## config.mk

```make
export PLATFORM = sky130hd
export DESIGN_NAME = vdt_ctrl
export DESIGN_NICKNAME = d
export VERILOG_FILES = /design/src/rtl/vdt_pkg.sv /design/src/rtl/vdt_ctrl.sv
export SDC_FILE = /design/constraint.sdc
export NUM_CORES = 1
export LEC_CHECK = 0
export ABC_AREA = 1
export BUFFER_PORTS_ARGS = -buffer_cell sky130_fd_sc_hd__buf_2
export CAP_MARGIN = 20
export CORE_AREA = 2 2 39 41
export CTS_BUF_LIST = sky130_fd_sc_hd__clkbuf_4 sky130_fd_sc_hd__clkbuf_8 sky130_fd_sc_hd__clkbuf_16
export CTS_CLUSTER_SIZE = 14
export DETAILED_ROUTE_END_ITERATION = 7
export DIE_AREA = 0 0 41 43
export PLACE_DENSITY = 0.41
export SYNTH_ARGS = -nofsm -noshare
export SYNTH_HDL_FRONTEND = slang
export SYNTH_SLANG_ARGS = --single-unit
```

## constraint.sdc

```tcl
create_clock -name clk -period 1.1 [get_ports clk]
set_clock_uncertainty 0.2 [all_clocks]
set_input_delay 0.055 -clock clk [delete_from_list [all_inputs] [get_ports clk]]
set_output_delay 0.055 -clock clk [all_outputs]
set_load 0.05 [all_outputs]
```

## src/rtl/vdt_pkg.sv

```systemverilog
// Shared types and sizing for the vertex deduplication table.
// No dependencies; imported by every module under rtl/.
package vdt_pkg;

    localparam int MAX_VERTICES = 4096;
    localparam int ADDR_W       = $clog2(MAX_VERTICES);
    localparam int COUNT_W      = $clog2(MAX_VERTICES + 1);
    localparam int COORD_W      = 32;
    localparam int IDX_W        = 12;

    localparam logic ACT_CLEAR  = 1'b0;
    localparam logic ACT_VERTEX = 1'b1;

    typedef struct packed {
        logic               action;
        logic [COORD_W-1:0] coord_x;
        logic [COORD_W-1:0] coord_y;
        logic [COORD_W-1:0] coord_z;
    } in_t;

    typedef struct packed {
        logic [IDX_W-1:0] vertex_index;
        logic             is_new;
        logic             table_full;
    } out_t;

    // controller -> datapath
    typedef struct packed {
        logic load;    // latch accepted transaction, restart scan
        logic clear;   // empty the table
        logic scan;    // issue next table read
        logic finish;  // settle result, append if needed
        logic emit;    // move settled result to output register
    } ctl_t;

    // datapath -> controller
    typedef struct packed {
        logic done;      // scan has a hit or has run out of entries
        logic res_busy;  // output register holds an untaken result
    } sts_t;

endpackage

```

## src/rtl/vdt_ctrl.sv

```systemverilog
// Sequencing FSM for the vertex deduplication table.
// Depends on vdt_pkg; drives vdt_datapath through ctl_t / sts_t.
module vdt_ctrl
    import vdt_pkg::*;
(
    input  logic clk,
    input  logic rst_n,
    input  logic cmd_valid,
    input  logic cmd_action,
    output logic cmd_ready,
    input  logic res_ready,
    input  sts_t sts,
    output ctl_t ctl
);

    typedef enum logic [1:0] {
        S_IDLE,
        S_SCAN,
        S_HOLD
    } state_t;

    state_t state_reg;
    state_t state_next;
    logic   accept;

    assign cmd_ready = (state_reg == S_IDLE);
    assign accept    = cmd_valid && cmd_ready;

    always_comb
    begin
        state_next = state_reg;
        ctl        = '0;
        case (state_reg)
            S_IDLE:
            begin
                if (accept)
                begin
                    if (cmd_action == ACT_CLEAR)
                    begin
                        ctl.clear = 1'b1;
                    end
                    else
                    begin
                        ctl.load   = 1'b1;
                        state_next = S_SCAN;
                    end
                end
            end
            S_SCAN:
            begin
                if (sts.done)
                begin
                    ctl.finish = 1'b1;
                    state_next = S_HOLD;
                end
                else
                begin
                    ctl.scan = 1'b1;
                end
            end
            S_HOLD:
            begin
                if (!sts.res_busy || res_ready)
                begin
                    ctl.emit   = 1'b1;
                    state_next = S_IDLE;
                end
            end
            default:
            begin
                state_next = S_IDLE;
            end
        endcase
    end

    always_ff @(posedge clk or negedge rst_n)
    begin
        if (!rst_n)
        begin
            state_reg <= S_IDLE;
        end
        else
        begin
            state_reg <= state_next;
        end
    end

endmodule

```

======== Yosys cells after proc, flatten, opt, wreduce, memory -nomap -nowiden ========
Cells that the tools add are included.
operators by class
  equality and inequality tests ........... 6
  mux-type cells .......................... 14
  reductions and logical operators ........ 5
operator list
  operator                                                          count
  2-bit 2-to-1 mux                                                  7
  1-bit 2-to-1 mux                                                  6
  2-bit != test (second input constant)                             3
  2-bit one-hot mux with 3 select lines                             1
  4-bit AND reduction                                               1
  2-bit by 1-bit == test with 1-bit output (second input constant)  1
  2-bit == test (second input constant)                             1
  2-bit logical NOT                                                 1
  2-bit by 1-bit != test with 1-bit output (second input constant)  1
  1-bit logical AND                                                 1
  1-bit logical NOT                                                 1
  1-bit logical OR                                                  1
word-level totals
  register bits ........................... 2
  input bits .............................. 7

======== Longest topological paths before layout ========
Gate-level depths: netlist of the first run.
  word-level depth ........................ 4
  mapped depth ............................ 4

======== Worst setup path before layout of the first run ========
OpenSTA, ideal clock, no wires.
  path kind ............................... register -> output
  start ................................... register state_reg[0]
  end ..................................... output ctl[3] (netlist bit)
  data arrival time ....................... 1.630 ns
  slack ................................... -0.785 ns
  stages on the path, launching flop included .. 4
  buffers on the path ..................... 0
  cell sequence ........................... dfrtp_1 > nor2_2 > nand2_1 > nor2_1
RTL lines
  element                 RTL line        text
  start, declared         vdt_ctrl.sv:22  state_t state_reg;
  start signal, assigned  vdt_ctrl.sv:84  state_reg <= state_next;
  end, declared           vdt_ctrl.sv:13  output ctl_t ctl

==> run_results.csv, run 1 <==
group,metric,value,unit
status,status,"complete, but fails checks",
status,violations,"hold timing, setup timing",
placed_design,place_inst,51,
synthesis,syn_inst,21,
run,drv_cap,0,
worst_setup_path,critPathArrivalTime,1.12,ns
placed_design,io_buffers,12,
worst_setup_path,endpoint_kind,"primary output",
timing,worst_pin_slew,0.250,ns
clock_tree,clk_path_buf_depth,2,
cells_and_area,final_cells,57,
worst_setup_path,worstPathMaxFanout,4,
placed_design,dp_slack,-0.153,ns
timing,finalSetupViolCount,7,
worst_setup_path,path_cells,"nor2_4 -> nand2_1 -> nor2_4 -> buf_6",
clock_tree,h-tree-depth,1,
global_route,grt_pass1_vias,240,
timing,holdWs,-0.0370,ns
cells_and_area,drive_above_1_share,0.732,
worst_setup_path,cp-start-kind,"flop",
detailed_routing,vias,193,
clock_tree,insertion_delay,0.22,ns
detailed_routing,avgRoutedWirePerCell,7.35,µm
cells_and_area,largest_reg_flops,2,
synthesis,synth_cell_types,6,
worst_hold_path,hold_start,"sts[1]",
clock_tree,tritoncts,"built",
cells_and_area,multiInputGateArea,93.8,µm²
clock_tree,clk_pin_slew_worst_paths,0.03,ns
timing,hold_viol,1,
worst_setup_path,r2r_slack,-0.02,ns
worst_setup_path,rr_startpoint,"state_reg[0]$_DFFE_PN0P_",
detailed_routing,route.detailed.drc,0,
placed_design,globalplace.congestion,0.596,
cells_and_area,final_nets,50,
worst_hold_path,hp-class,"in -> reg",
timing,rsz0062_at_grt,"yes",
worst_setup_path,critPathMaxStageDelay,0.45,ns
timing,setup_ws,-0.273,ns
cells_and_area,final_area,373,µm²
die,rows,14,
die,start_util,0.0940,
synthesis,ys_ff_latch,2,
timing,drv_slew,0,
synthesis,syn-mean-instance-area,6.20,µm²
global_route,grt_overflow_total,0,
detailed_routing,vias_per_cell,3.39,
clock_tree,hold_buffers,3,
cells_and_area,antenna_cells,0,
global_route,antenna_found_initial,0,
die,io-pin-count,13,
global_route,grt_usage,0.0691,
timing,fmax,0.728,GHz
timing,fin_crit,1.37,ns
worst_setup_path,r2r_end,"state_reg[0]$_DFFE_PN0P_",
cells_and_area,area_growth,187,%
worst_setup_path,slowest_stage,"dfrtp_2",
die,die_w,41,µm
power_and_ir_drop,leakage,0.000172,µW
die,dieArea,0.00176,mm²
timing,fin_crit_sh,1.25,
power_and_ir_drop,ir_drop,353,µV
detailed_routing,postRouteWirelength,419,µm
clock_tree,cts_inserted_buffers,3,
clock_tree,post_cts_buffers,0,
synthesis,netlist_area,130,µm²
worst_setup_path,cp_data_required_time,0.84,ns
power_and_ir_drop,power.density,1400,mW/mm²
clock_tree,cts_sinks,2,
worst_setup_path,r2r.worst_path.cells,4,
synthesis,syn_nets,28,
cells_and_area,final-seq-area,51.3,µm²
timing,slew_headroom,0.835,
synthesis,ys_seq_area_frac,0.385,
cells_and_area,fillCellCount,167,
worst_hold_path,hold_depth,4,
clock_tree,cts_root_buffer,"clkbuf_4",
synthesis,synth_warnings,0,
detailed_routing,drt_iter0_markers,0,
worst_hold_path,min_to,"state_reg[0]$_DFFE_PN0P_",
detailed_routing,firstDrtPassIters,1,
die,core,0.00138,mm²
global_route,grt_max_degree,5,
placed_design,place_area,256,µm²
global_route,grt_pass1_wl,765,µm
worst_setup_path,path_class,"reg -> out",
worst_setup_path,crit_top_cell,"nor2_4",
placed_design,hpwl,311,µm
detailed_routing,ant_nets,0,
die,fp.dieH,43,µm
per-layer routing:
layer | vias to the layer above | global-route usage | wire length, µm
met2 | 5 | 0.109 | 241
met5 | - | 0 | 0
met1 | 88 | 0.0607 | 150
met3 | 0 | 0.0157 | 27
met4 | 0 | 0.0800 | 0
li1 | 100 | - | -
critical path: cells and delay by family (launching register included):
kind / cells / cell delay, ns
AND/OR/NAND/NOR: 3 / 0.29
flip-flops: 1 / 0.45
buffers and inverters: 1 / 0.16
metrics by stage:
step	utilization	total power, µW	setup TNS (ns)
after global placement	0.185	308	-0.639
after global routing	0.269	560	-1.95
after CTS	0.269	541	-1.61
after floorplan	-	255	-0.808
after detailed placement	0.185	308	-0.678
final	0.269	524	-1.49
worst max-delay path by stage:
stage,from,to
after floorplan,state_reg[1]$_DFFE_PN0P_,ctl[4]
after CTS,state_reg[0]$_DFFE_PN0P_,ctl[3]
after global placement,state_reg[1]$_DFFE_PN0P_,ctl[4]
after global routing,state_reg[0]$_DFFE_PN0P_,ctl[4]
final,state_reg[0]$_DFFE_PN0P_,ctl[3]
after detailed placement,state_reg[0]$_DFFE_PN0P_,ctl[4]
cell type report:
class                      count  area share
tap                           16      0.0537
multi-input combinational     12       0.252
clock buffer                   3      0.0604
inverter                       7       0.101
sequential                     2       0.138
timing repair buffer          17       0.396
cells in the mapped netlist, drive strengths merged:
cell	number	area, µm²
nand3	3	15.0
nor2	5	23.8
inv	7	26.3
dfrtp	2	50.1
nand2	4	15.0
repair_timing:
| action | 4_1_cts | 5_1_grt |
|---|---|---|
| hold endpoints to repair | 4 | 1 |
| resized for setup | 18 | 0 |
| endpoints found under the setup margin | 8 | 8 |
| pin swaps | 1 | 0 |
layout by cell type (no fill, tap or decap), drive strengths merged:
cell type    instances
nand2                4
buf                 14
clkbuf               3
dlygate4sd3          3
nor2                 5
clkinvlp             3
nand3                3
inv                  4
dfrtp                2
kinds of logic (layout without fill, tap and decap cells):
kind of cell / after synthesis / in the layout / share of synthesized area
DFF: 2 / 2 / 0.385
buffers and inverters: 7 / 27 / 0.202
and+or+nand+nor: 12 / 12 / 0.413
power by group:
part           internal, µW  switching [µW]
Clock                   120            39.7
Combinational          98.3             160
Sequential             85.7            19.8
(Power assumes the default switching activity.)
==> inputs of run 2 (changes only) <==
Settings changed: PLACE_DENSITY 0.41 to 0.42.
Clock period 1.1 ns to 1.2 ns, I/O delays scaled along.
==> run 2 against run 1 <==
  * The flow still finishes with violations (hold timing, setup timing)
  * Count of clock-buffer cells in the layout stayed put
  * Utilization increased by 0.81 points
  * Sequential share of layout area is 0.40 points lower
  * Final cell count rose by 1.8%
  * Largest power group unchanged
==> run_results.csv, run 2 (synthesis results as in run 1) <==
group,metric,value,unit
clock_tree,insertion_delay,0.22,ns
detailed_routing,vias_per_cell,3.47,
timing,worst_pin_slew,0.249,ns
die,fp.dieH,43,µm
worst_setup_path,path_buf_inv,1,
die,start_util,0.0940,
clock_tree,cts_inserted_buffers,3,
die,die_w,41,µm
detailed_routing,ant_nets,0,
worst_hold_path,hp-class,"in -> reg",
cells_and_area,final_area,384,µm²
detailed_routing,firstDrtPassIters,4,
timing,drv_slew,0,
clock_tree,h-tree-depth,1,
timing,finalSetupViolCount,6,
worst_setup_path,cp-start-kind,"flop",
detailed_routing,drt_iter0_markers,1,
global_route,grt_usage,0.0723,
placed_design,globalplace.congestion,0.585,
worst_setup_path,crit_top_cell,"nor2_4",
cells_and_area,fillCellCount,159,
timing,fin_tns_setup,-0.763,ns
cells_and_area,final-seq-area,51.3,µm²
die,rows,14,
worst_setup_path,critPathTopFamily,"flip-flops",
status,status,"complete, but fails checks",
power_and_ir_drop,power,495,µW
cells_and_area,mostFrequentLayoutCell,"buf_2",
timing,holdWs,-0.0275,ns
power_and_ir_drop,power.density,1290,mW/mm²
clock_tree,hold_buffers,3,
placed_design,place_area,249,µm²
cells_and_area,final_cell_mix,"buf_2 (7), nor2_4 (4), nand2_1 (4), inv_2 (4)",
detailed_routing,postRouteWirelength,377,µm
clock_tree,clk_pin_slew_worst_paths,0.03,ns
clock_tree,cts_root_buffer,"clkbuf_4",
clock_tree,cts_sinks,2,
placed_design,hpwl,310,µm
status,violations,"hold timing, setup timing",
detailed_routing,vias,201,
run,drv_cap,0,
detailed_routing,avgRoutedWirePerCell,6.50,µm
global_route,grt_overflow_total,0,
clock_tree,tritoncts,"built",
detailed_routing,route.detailed.drc,0,
cells_and_area,antenna_cells,0,
worst_setup_path,path_class,"reg -> out",
cells_and_area,multiInputGateArea,101,µm²
worst_setup_path,path_cells,"nor2_4 -> nand2_1 -> nor2_4 -> buf_6",
timing,slew_headroom,0.835,
die,dieArea,0.00176,mm²
global_route,grt_pass1_vias,210,
cells_and_area,area_growth,195,%
timing,rsz0062_at_grt,"yes",
power_and_ir_drop,leakage,0.000194,µW
timing,fin_crit,1.37,ns
placed_design,io_buffers,12,
global_route,grt_pass1_wl,772,µm
die,core,0.00138,mm²
timing,setup_ws,-0.166,ns
global_route,antenna_found_initial,0,
worst_setup_path,r2r_slack,0.09,ns
cells_and_area,drive_above_1_share,0.738,
worst_setup_path,critPathMaxStageDelay,0.44,ns
die,io-pin-count,13,
clock_tree,clk_path_buf_depth,2,
timing,fmax,0.732,GHz
power_and_ir_drop,ir_drop,497,µV
worst_setup_path,critPathArrivalTime,1.11,ns
cells_and_area,fin_util,0.278,
cells_and_area,final_nets,51,
timing,hold_viol,1,
cells_and_area,largest_reg_flops,2,
worst_setup_path,endpoint_kind,"primary output",
worst_setup_path,cp_data_required_time,0.94,ns
worst_setup_path,slowest_stage,"dfrtp_2",
global_route,grt_max_degree,4,
worst_setup_path,worstPathMaxFanout,3,
timing,fin_crit_sh,1.14,
[run 2: cell count changes in the layout (fill, tap and decap cells not counted)]
| cell | previous run | this run |
|---|---|---|
| clkinvlp_4 | 3 | 1 |
| nand3_4 | 0 | 1 |
| nand3_2 | 3 | 2 |
| buf_6 | 2 | 3 |
| inv_2 | 2 | 4 |
[run 2: layout make-up]
type	count	area share
Inverter	7	0.0782
Clock buffer	3	0.0586
Timing Repair Buffer	18	0.414
Sequential cell	2	0.134
Tap cell	16	0.0521
Multi-Input combinational cell	12	0.264
[run 2: stage by stage]
stage / setup slack (ns) / cells / hold WS, ns
final: -0.166 / 58 / -0.0275
after global routing: -0.220 / 58 / -0.0282
after CTS: -0.178 / 57 / -0.0747
after detailed placement: -0.0502 / 51 / -0.349
after global placement: -0.0321 / 51 / -0.352
after floorplan: -0.211 / 21 / -0.436
[run 2: layer usage]
layer / up-vias / routed length (µm) / GRT usage
met1: 93 / 127 / 0.0675
met4: 0 / 0 / 0.0400
li1: 101 / - / -
met5: - / 0 / 0
met3: 0 / 37 / 0.0785
met2: 7 / 212 / 0.0938
[run 2: path summary, 6_finish.rpt]
kind	from	endpoint	cells after the start
min in group asynchronous	rst_n	state_reg[0]$_DFFE_PN0P_	3
max in group asynchronous	rst_n	state_reg[0]$_DFFE_PN0P_	3
min reg2reg	state_reg[0]$_DFFE_PN0P_	state_reg[1]$_DFFE_PN0P_	3
max	state_reg[0]$_DFFE_PN0P_	ctl[3]	4
max reg2reg	state_reg[0]$_DFFE_PN0P_	state_reg[0]$_DFFE_PN0P_	4
min	sts[1]	state_reg[0]$_DFFE_PN0P_	4
[run 2: worst register-to-register path: stages (launching register included)]
cell and delay (ns):
dfrtp_2 0.44, nor2_4 0.11, nand3_2 0.10, buf_4 0.14
nand2_1 0.05
[run 2: power breakdown]
part / internal [µW] / switching, µW / leakage, µW
combinational: 99.2 / 152 / 0.000155
sequential: 78.6 / 15.3 / 0.0000250
clock: 110 / 38.7 / 0.0000138
total: 288 / 206 / 0.000194
[run 2: timing repair]
action | 4_1_cts | 5_1_grt
setup endpoints to repair | 6 | 6
gates cloned | 0 | 0
pin swaps | 0 | 1
resized for setup | 22 | 2
endpoints found under the hold margin | 4 | 1
setup buffers | 0 | 1
